--- config.mk ---
export PLATFORM = sky130hd
export DESIGN_NAME = radix_digit_splitter_flat
export DESIGN_NICKNAME = d
export VERILOG_FILES = /design/src/rtl/core/rds_pkg.sv /design/src/rtl/core/rds_in_if.sv /design/src/rtl/core/rds_out_if.sv /design/src/rtl/core/rds_stage.sv /design/src/rtl/core/radix_digit_splitter.sv /design/src/flat_wrapper.sv
export SDC_FILE = /design/constraint.sdc
export NUM_CORES = 2
export LEC_CHECK = 0
export BUFFER_PORTS_ARGS = -buffer_cell sky130_fd_sc_hd__buf_2
export CORE_ASPECT_RATIO = 0.6
export CORE_MARGIN = 4
export CORE_UTILIZATION = 58
export CTS_BUF_LIST = sky130_fd_sc_hd__clkbuf_16
export DETAILED_ROUTE_END_ITERATION = 8
export GPL_TIMING_DRIVEN = 0
export PLACE_DENSITY = 0.77
export SLEW_MARGIN = 25
export SYNTH_ARGS = -nofsm -noshare
export SYNTH_HDL_FRONTEND = slang
export SYNTH_SLANG_ARGS = --single-unit
export TNS_END_PERCENT = 100
--- constraint.sdc ---
create_clock -name clk_i -period 59.5 [get_ports clk_i]
set_input_delay 5.95 -clock clk_i [delete_from_list [all_inputs] [get_ports clk_i]]
set_output_delay 5.95 -clock clk_i [all_outputs]
set_load 0.05 [all_outputs]
--- src/rtl/core/rds_pkg.sv ---
// Types and constants shared by the radix digit splitter.
// No dependencies.
package rds_pkg;

  localparam logic [4:0] BlankCode = 5'd17;
  localparam logic [7:0] BaseMin   = 8'd2;
  localparam logic [7:0] BaseMax   = 8'd16;
  localparam int unsigned StepsPerStage = 8;
  localparam int unsigned StagesPerDigit = 4;

  // State of one word as it moves down the divider pipeline
  typedef struct packed {
    logic [31:0] num;   // dividend bits, quotient shifted in from the bottom
    logic [3:0]  rem;   // partial remainder
    logic [4:0]  base;
    logic        err;
    logic        done;  // quotient has reached zero
    logic [5:0]  cnt;   // real digits so far
    logic [5:0]  len;   // positions to fill
  } rds_ctl_t;

endpackage

--- src/rtl/core/rds_in_if.sv ---
// Input channel of the radix digit splitter: number and base.
// No dependencies.
interface rds_in_if;
  logic        valid;
  logic        ready;
  logic [31:0] number;
  logic [7:0]  base;
  modport source (output valid, number, base, input ready);
  modport sink   (input valid, number, base, output ready);
endinterface

--- src/rtl/core/rds_out_if.sv ---
// Output channel of the radix digit splitter: one display position per word.
// No dependencies.
interface rds_out_if;
  logic       valid;
  logic       ready;
  logic [4:0] digit;
  logic [4:0] position;
  logic       last;
  logic [5:0] used_count;
  logic       base_error;
  modport source (output valid, digit, position, last, used_count, base_error, input ready);
  modport sink   (input valid, digit, position, last, used_count, base_error, output ready);
endinterface

--- src/rtl/core/rds_stage.sv ---
// One divider pipeline stage: eight restoring division steps on the quotient.
// Depends on rds_pkg.
module rds_stage import rds_pkg::*; #(
  parameter int unsigned MAX_DIGITS = 8,
  parameter int unsigned STAGE      = 0
) (
  input  logic                      clk_i,
  input  logic                      rst_ni,
  input  logic                      en_i,
  input  logic                      valid_i,
  input  rds_ctl_t                  ctl_i,
  input  logic [MAX_DIGITS*4-1:0]   dig_i,
  output logic                      valid_o,
  output rds_ctl_t                  ctl_o,
  output logic [MAX_DIGITS*4-1:0]   dig_o
);

  localparam int unsigned DigitIdx = STAGE / StagesPerDigit;
  localparam bit          LastPart = (STAGE % StagesPerDigit) == (StagesPerDigit - 1);

  logic                    valid_q;
  rds_ctl_t                ctl_q, ctl_d;
  logic [MAX_DIGITS*4-1:0] dig_q, dig_d;

  always_comb begin
    logic [31:0] n;
    logic [3:0]  r;
    logic [4:0]  t;
    n = ctl_i.num;
    r = ctl_i.rem;
    for (int i = 0; i < StepsPerStage; i++) begin
      t = {r, n[31]};
      n = {n[30:0], 1'b0};
      if (t >= ctl_i.base) begin
        t    = t - ctl_i.base;
        n[0] = 1'b1;
      end
      r = t[3:0];
    end
    ctl_d     = ctl_i;
    ctl_d.num = n;
    dig_d     = dig_i;
    if (LastPart) begin
      // digit complete: store remainder, restart for the next digit
      dig_d[DigitIdx*4 +: 4] = r;
      ctl_d.rem = 4'd0;
      if (!ctl_i.done) begin
        ctl_d.cnt  = 6'(DigitIdx + 1);
        ctl_d.done = (n == 32'd0);
      end
    end else begin
      ctl_d.rem = r;
    end
  end

  always_ff @(posedge clk_i or negedge rst_ni) begin
    if (!rst_ni) begin
      valid_q <= 1'b0;
    end else if (en_i) begin
      valid_q <= valid_i;
    end
  end

  always_ff @(posedge clk_i) begin
    if (en_i) begin
      ctl_q <= ctl_d;
      dig_q <= dig_d;
    end
  end

  assign valid_o = valid_q;
  assign ctl_o   = ctl_q;
  assign dig_o   = dig_q;

endmodule

--- src/rtl/core/radix_digit_splitter.sv ---
// Radix digit splitter: 32-bit number to base 2..16 digits, one position a word.
// Path: 4*MAX_DIGITS divider stages, then the serialiser load registers, then the output
// register. New numbers are taken while the serialiser is busy, until a finished word waits
// at the pipeline end. The serialiser loads a word, then gives one position a cycle while the output is not stalled.
// Reset clears all valid flags and sets digit_count to 8; no clearing pass.
module radix_digit_splitter import rds_pkg::*; #(
  parameter int unsigned MAX_DIGITS = 8
) (
  input  logic      clk_i,
  input  logic      rst_ni,
  input  logic      cfg_we_i,
  input  logic [5:0] cfg_wdata_i,
  rds_in_if.sink    in_i,
  rds_out_if.source out_o
);

  localparam int unsigned NumStages = MAX_DIGITS * StagesPerDigit;
  localparam int unsigned DigW      = MAX_DIGITS * 4;
  localparam int unsigned IdxW      = (MAX_DIGITS > 1) ? $clog2(MAX_DIGITS) : 1;
  localparam logic [5:0]  MaxLen    = 6'(MAX_DIGITS);

  logic [5:0] cfg_q;
  logic [5:0] eff_len;

  always_ff @(posedge clk_i or negedge rst_ni) begin
    if (!rst_ni) begin
      cfg_q <= 6'd8;
    end else if (cfg_we_i) begin
      cfg_q <= cfg_wdata_i;
    end
  end

  always_comb begin
    eff_len = cfg_q;
    if (eff_len == 6'd0) eff_len = 6'd1;
    if (eff_len > MaxLen) eff_len = MaxLen;
  end

  // divider pipeline
  logic            vld [NumStages+1];
  rds_ctl_t        ctl [NumStages+1];
  logic [DigW-1:0] dig [NumStages+1];
  logic            pipe_en;

  always_comb begin
    vld[0]      = in_i.valid;
    ctl[0].num  = in_i.number;
    ctl[0].rem  = 4'd0;
    ctl[0].base = in_i.base[4:0];
    ctl[0].err  = (in_i.base < BaseMin) || (in_i.base > BaseMax);
    ctl[0].done = 1'b0;
    ctl[0].cnt  = 6'd0;
    ctl[0].len  = eff_len;
    dig[0]      = '0;
  end

  assign in_i.ready = pipe_en;

  for (genvar s = 0; s < NumStages; s++) begin : g_stage
    rds_stage #(.MAX_DIGITS(MAX_DIGITS), .STAGE(s)) u_stage (
      .clk_i   (clk_i),
      .rst_ni  (rst_ni),
      .en_i    (pipe_en),
      .valid_i (vld[s]),
      .ctl_i   (ctl[s]),
      .dig_i   (dig[s]),
      .valid_o (vld[s+1]),
      .ctl_o   (ctl[s+1]),
      .dig_o   (dig[s+1])
    );
  end

  // output serialiser
  logic       busy_q;
  logic [4:0] pos_q;
  logic [3:0] dig_q [MAX_DIGITS];
  logic [5:0] cnt_q, len_q;
  logic       err_q;
  logic       ser_load, emit, emit_last;

  logic       out_valid_q;
  logic [4:0] out_digit_q, out_pos_q;
  logic       out_last_q, out_err_q;
  logic [5:0] out_used_q;

  assign ser_load  = vld[NumStages] && !busy_q;
  assign pipe_en   = !vld[NumStages] || ser_load;
  assign emit      = busy_q && (!out_valid_q || out_o.ready);
  assign emit_last = err_q || ({1'b0, pos_q} == len_q - 6'd1);

  always_ff @(posedge clk_i or negedge rst_ni) begin
    if (!rst_ni) begin
      busy_q      <= 1'b0;
      pos_q       <= 5'd0;
      out_valid_q <= 1'b0;
    end else begin
      if (ser_load) begin
        busy_q <= 1'b1;
        pos_q  <= 5'd0;
      end else if (emit) begin
        if (emit_last) busy_q <= 1'b0;
        else           pos_q  <= pos_q + 5'd1;
      end
      if (emit)              out_valid_q <= 1'b1;
      else if (out_o.ready)  out_valid_q <= 1'b0;
    end
  end

  always_ff @(posedge clk_i) begin
    if (ser_load) begin
      for (int k = 0; k < MAX_DIGITS; k++) dig_q[k] <= dig[NumStages][k*4 +: 4];
      cnt_q <= (ctl[NumStages].cnt < ctl[NumStages].len) ?
               ctl[NumStages].cnt : ctl[NumStages].len;
      len_q <= ctl[NumStages].len;
      err_q <= ctl[NumStages].err;
    end
    if (emit) begin
      if (err_q || ({1'b0, pos_q} >= cnt_q)) out_digit_q <= BlankCode;
      else                                   out_digit_q <= {1'b0, dig_q[pos_q[IdxW-1:0]]};
      out_pos_q  <= pos_q;
      out_last_q <= emit_last;
      out_used_q <= (emit_last && !err_q) ? cnt_q : 6'd0;
      out_err_q  <= err_q;
    end
  end

  assign out_o.valid      = out_valid_q;
  assign out_o.digit      = out_digit_q;
  assign out_o.position   = out_pos_q;
  assign out_o.last       = out_last_q;
  assign out_o.used_count = out_used_q;
  assign out_o.base_error = out_err_q;

endmodule

--- src/flat_wrapper.sv ---
// flat-port wrapper written by rule: the top's interface ports become plain ports
module radix_digit_splitter_flat import rds_pkg::*;
#(
  parameter int unsigned MAX_DIGITS = 8
)
  (clk_i, rst_ni, cfg_we_i, cfg_wdata_i, in_i_valid, in_i_number, in_i_base, in_i_ready, out_o_valid, out_o_digit, out_o_position, out_o_last, out_o_used_count, out_o_base_error, out_o_ready);
  rds_in_if in_i_i ();
  rds_out_if out_o_i ();
  input  logic clk_i;
  input  logic rst_ni;
  input  logic cfg_we_i;
  input  logic [5:0] cfg_wdata_i;
  input wire logic [$bits(in_i_i.valid)-1:0] in_i_valid;
  input wire logic [$bits(in_i_i.number)-1:0] in_i_number;
  input wire logic [$bits(in_i_i.base)-1:0] in_i_base;
  output wire logic [$bits(in_i_i.ready)-1:0] in_i_ready;
  output wire logic [$bits(out_o_i.valid)-1:0] out_o_valid;
  output wire logic [$bits(out_o_i.digit)-1:0] out_o_digit;
  output wire logic [$bits(out_o_i.position)-1:0] out_o_position;
  output wire logic [$bits(out_o_i.last)-1:0] out_o_last;
  output wire logic [$bits(out_o_i.used_count)-1:0] out_o_used_count;
  output wire logic [$bits(out_o_i.base_error)-1:0] out_o_base_error;
  input wire logic [$bits(out_o_i.ready)-1:0] out_o_ready;
  assign in_i_i.valid = in_i_valid;
  assign in_i_i.number = in_i_number;
  assign in_i_i.base = in_i_base;
  assign in_i_ready = in_i_i.ready;
  assign out_o_valid = out_o_i.valid;
  assign out_o_digit = out_o_i.digit;
  assign out_o_position = out_o_i.position;
  assign out_o_last = out_o_i.last;
  assign out_o_used_count = out_o_i.used_count;
  assign out_o_base_error = out_o_i.base_error;
  assign out_o_i.ready = out_o_ready;
  radix_digit_splitter #(.MAX_DIGITS(MAX_DIGITS)) u_core (.clk_i(clk_i), .rst_ni(rst_ni), .cfg_we_i(cfg_we_i), .cfg_wdata_i(cfg_wdata_i), .in_i(in_i_i), .out_o(out_o_i));
endmodule
After elaboration in Yosys (flattened, before gate mapping)
Memories as Yosys holds them, arrays and structs flattened.
Index checks and enable logic that the tools add are counted.

operators by class
  add/sub/neg operators = 258
  magnitude comparators = 261
  equality and inequality tests = 2
  mux-type cells = 517
  reductions and logical operators = 25

operators with widths
  cell                                                count
  greater-or-equal comparator 5 bit                   248
  two-way mux 4 bit                                   257
  subtractor 4 bit                                    248
  two-way mux 1 bit                                   255
  logical NOT 32 bit                                  7
  greater-or-equal comparator 1 x 5 -> 1 bit          8
  subtractor 1 x 4 -> 4 bit                           8
  two-way mux 5 bit                                   4
  > comparator 8 x 5 -> 1 bit, second input constant  1
  < comparator 8 x 2 -> 1 bit, second input constant  1
  == test 5 x 6 -> 1 bit                              1
  greater-or-equal comparator 5 x 6 -> 1 bit          1
  > comparator 6 x 4 -> 1 bit, second input constant  1
  logical NOT 6 bit                                   1
  < comparator 4 x 6 -> 1 bit                         1
  two-way mux 6 bit                                   1
  nonzero test 2 bit                                  3
  subtractor 6 x 1 -> 6 bit, second input constant    1
  adder 5 x 1 -> 5 bit, second input constant         1
  logical OR 1 bit                                    5
  logical NOT 1 bit                                   4
  AND reduction 2 bit                                 2
  logical AND 1 bit                                   3
  != test 2 x 1 -> 1 bit, second input constant       1

word-level totals
  register bits after elaboration = 2119
  bits in writable memories = 32
  output and inout port bits = 20
  logic and storage cells = 1342
  memories = 1

memory list
  memory        depth  bits a word  read ports  clocked after memory_dff  wr ports  line                        text
  u_core.dig_q  8      4            1           0                         8         radix_digit_splitter.sv:76  logic [3:0] dig_q [MAX_DIGITS];

Longest topological paths before layout
  word-level depth = 17
  gate-level depth with buffers = 53
  gate-level depth less buffers = 52

Hierarchy
A second synthesis with hierarchy kept.

second synthesis, totals
  cell total of the unflattened synthesis = 10149
  area, all modules = 144881.5 um^2

modules (own cells, without submodules)
  module                                      instances  cells an instance  area an instance (um^2)
  rds_stage (u_core.g_stage[14].u_stage ...)  13         302                4404.2
  rds_stage (u_core.g_stage[0].u_stage ...)   10         302                4413.0
  rds_stage (u_core.g_stage[15].u_stage ...)  6          331                4439.3
  rds_stage (u_core.g_stage[11].u_stage ...)  2          334                4491.8
  rds_stage (u_core.g_stage[8].u_stage)       1          336                4596.9
  radix_digit_splitter                        1          213                3280.6

Worst setup path after synthesis
No wires, ideal clock.

  kind = register -> register
  from = register u_core.busy_q
  to = register u_core.g_stage[23].u_stage.valid_q
  library setup time = 237 ps
  arrival = 61360 ps
  data required time = 59263 ps
  setup slack = -2097 ps
  cell stages (with the launch flop) = 4
  path buffers = 1
  period minus slack after synthesis = 61597 ps
  path through = dfrtp_1 nand2_1 buf_1 mux2_2

on the way
  word-level cells in the longest chain between the ends = 3

RTL lines
  item                    line                         text
  from (decl)             radix_digit_splitter.sv:74   logic busy_q;
  from (signal assigned)  radix_digit_splitter.sv:93   busy_q <= 1'b0;
  from (signal assigned)  radix_digit_splitter.sv:98   busy_q <= 1'b1;
  from (signal assigned)  radix_digit_splitter.sv:101  if (emit_last) busy_q <= 1'b0;
  logical NOT 1 bit       radix_digit_splitter.sv:86   assign ser_load = vld[NumStages] && !busy_q;
  logical AND 1 bit       radix_digit_splitter.sv:86
  logical OR 1 bit        radix_digit_splitter.sv:87   assign pipe_en = !vld[NumStages] || ser_load;
  net in_i_ready          flat_wrapper.sv:16           output wire logic [$bits(in_i_i.ready)-1:0] in_i_ready;
  to (signal assigned)    rds_stage.sv:60              valid_q <= valid_i;
  to (decl)               rds_stage.sv:21              logic valid_q;

The timed path passes the listed nets, and every way through them passes these cells.
A chain may end at the register's enable or synchronous reset.

==> metrics.csv <==
metric,value,unit
wl_per_cell,19.2,um
postRouteWirelength,241,mm
ys_ff_latch,2103,
max_slew_margin,0.341,
synth_area,119000,sq um
crit_path_frequent_cell,ha_1,
dr.pass1.iters,7,
post_cts_resized,0,
antenna_found_initial,5,
maxSlewViolCount,0,
synth_top_family_by_area,adder cells,
synthAdderAreaFrac,0.174,
num_antenna_cells,0,
end_kind,register,
vias,74400,
rows,128,
period_minus_slack,16.74,ns
die_x,594,um
cp.required,60.08,ns
fin_skew,0.0552,ns
cp_slowest_cell,o31ai_1,
synth_edf_count,2058,
rsz0062_at_grt,false,
dieHeight,359,um
final_antenna_net_count,0,
grt_pass1_vias,74700,
cp.arrival,17.33,ns
syn_inst,9420,
synth_top_area_frac,0.518,
clk_latency,0.84,ns
ys.flop_type,edfxtp_1,
cts-root-buf,clkbuf_16,
setup_viol,0,
cts_tree,done,
synth_compound_area_frac,0.118,
gp_congestion,0.869,
clock_path_buffers,4,
status,"complete, no violations",
final_cells,12600,
avgSynthCellArea,12.7,sq um
hold_buffers,0,
io_buffers,69,
fin_nets,11300,
yosys.area_share.simple,0.0615,
route.detailed.drc,0,
synthToLayoutAreaGrowth,8.36,%
cp_max_fo,14,
drtIter0Drc,6690,
finalCritPeriodShare,0.281,
grt_max_degree,159,
dp_hpwl,175,mm
core_area,204000,sq um
drv_cap,0,
critPathMaxStageDelay,0.73,ns
synth_xor_area_frac,0.0356,
tightest_slew,0.979,ns
post_cts_buffers,0,
fill_cells,14700,
hold_class,reg2reg,
setup_tns,0,ns
cts_buffers,187,
cts-htree-levels,4,
ys_top_cells_by_count,"edfxtp_1 (2,058), ha_1 (1,266), inv_1 (939)",
synth_top_cell_by_area,edfxtp_1,
synthMuxAreaShare,0.0530,
cts_sinks,2103,
start_kind,input pin,
fmax,59.7,MHz
initial_core_util,0.586,
grtUsageTotal,0.222,
grt_overflow_total,0,
grt_pass1_wl,391,mm
clkSlewWorstSetupHoldPaths,0.06,ns
yosysUniqueCellTypes,81,
synth_most_common_cell,edfxtp_1,
synth-seq-area-share,0.527,
pin_count,71,
criticalPathCategory,in2reg,
viasPerCell,5.93,
ys_warn_count,0,
die_area,213000,sq um
finalHoldViolations,0,
place_inst,12200,
async_reset_ff_frac,0.0214,
drive_above_1_share,0.0808,
synth.area.top_cells,"edfxtp_1 (52%), ha_1 (13%), fa_1 (4.2%), mux2_2 (3.4%), a21oi_1 (3.2%)",
-- stage by stage --
stage | instance area, sq um | hold slack, ns | worst slack [ns] | util
2_1_floorplan | 119000 | 0.400 | 5.30 | -
3_5_place_dp | 124000 | 0.405 | 42.11 | 0.607
6_report | 129000 | 0.381 | 42.76 | 0.635
3_3_place_gp | 123000 | 0.400 | -15.77 | 0.605
5_1_grt | 129000 | 0.389 | 41.97 | 0.635
4_1_cts | 129000 | 0.383 | 43.01 | 0.635
-- placed cells by master (no fill, tap or decap), types with 38 or more instances in the layout --
cell type / instances
dfrtp_1: 44
mux2i_1: 209
a21o_1: 338
nand2b_1: 199
ha_1: 1266
o211ai_1: 52
nor2b_1: 87
nand3_1: 72
xor2_1: 159
fa_1: 248
mux2_2: 357
buf_2: 69
a31oi_1: 136
nor3_1: 52
a211oi_1: 103
o21ai_0: 295
nor4_1: 53
inv_1: 969
nand2_1: 558
clkbuf_16: 189
o21a_1: 77
o21ai_1: 79
a22oi_1: 39
nor2_1: 372
edfxtp_1: 2058
o31ai_1: 56
a21oi_1: 754
and2_1: 38
xnor2_1: 326
-- routing by layer --
| layer | share of wire | global-route usage | vias up |
|---|---|---|---|
| met2 | 0.45 | 0.349 | 2175 |
| met3 | 0.056 | 0.0289 | 337 |
| met4 | 0.018 | 0.0491 | 0 |
| li1 | - | - | 35600 |
| met5 | 0 | 0 | - |
| met1 | 0.47 | 0.332 | 36300 |
-- worst max-delay path: cells and delay by family --
kind	cells	cell delay (ns)
adder cells (fa/ha/maj)	8	2.60
AO/OA/AOI/OAI	19	4.83
multiplexers	3	1.09
buffers and inverters	6	1.32
AND/OR/NAND/NOR	8	1.52
-- cells by family (layout without fill, tap and decap cells) --
family,Yosys count,after routing
AOI/OAI and AO/OA,2210,2210
xor gates and xnor gates,485,485
adders and majority gates,1514,1514
buffers and inverters,982,1391
DFF,2103,2103
muxes,576,576
other,1,4
and+or+nand+nor,1549,1549
-- flip-flops by register name (all words and copies together), names as in the netlist --
signal and flops:
u_core.out_o.valid 1, u_core.out_o.digit 5, u_core.cnt_q 6, u_core.pos_q 5, u_core.cfg_q 6, u_core.g_stage.u_stage.ctl_o 1515
u_core.out_o.last 1, u_core.busy_q 1, u_core.out_o.base_error 1, u_core.g_stage.u_stage.dig_o 480, u_core.g_stage.u_stage.valid_o 32, u_core.dig_q 32
u_core.out_o.position 5, u_core.len_q 6, u_core.out_o.used_count 6, u_core.err_q 1
-- final cells by class --
type | instances | area, sq um | share of cell area
Buffer | 41 | 179 | 0.00138
Clock buffer | 189 | 4730 | 0.0366
Clock inverter | 136 | 1030 | 0.00795
Inverter | 941 | 3530 | 0.0273
Multi-Input combinational cell | 6338 | 52800 | 0.408
Sequential cell | 2103 | 62900 | 0.486
Tap cell | 2730 | 3420 | 0.0264
Timing Repair Buffer | 84 | 753 | 0.00582
-- final timing paths --
path / cells after the start / slack (ns) / end / startpoint
setup / recovery: 44 / 42.76 / u_core.g_stage[0].u_stage.ctl_o[21] / in_i_base[1]
hold / removal: 0 / 0.38 / u_core.g_stage[1].u_stage.ctl_o[2] / u_core.g_stage[0].u_stage.ctl_o[2]
setup reg to reg: 47 / 45.13 / u_core.g_stage[11].u_stage.ctl_o[12] / u_core.g_stage[10].u_stage.ctl_o[15]
hold reg to reg: 0 / 0.38 / u_core.g_stage[1].u_stage.ctl_o[2] / u_core.g_stage[0].u_stage.ctl_o[2]
max in group asynchronous: 1 / 53.94 / u_core.pos_q[0] / rst_ni
min in group asynchronous: 1 / 5.14 / u_core.g_stage[16].u_stage.valid_o / rst_ni
Power is not shown: default switching activity piles up to over one toggle a cycle in this logic, so the estimate is an artifact.
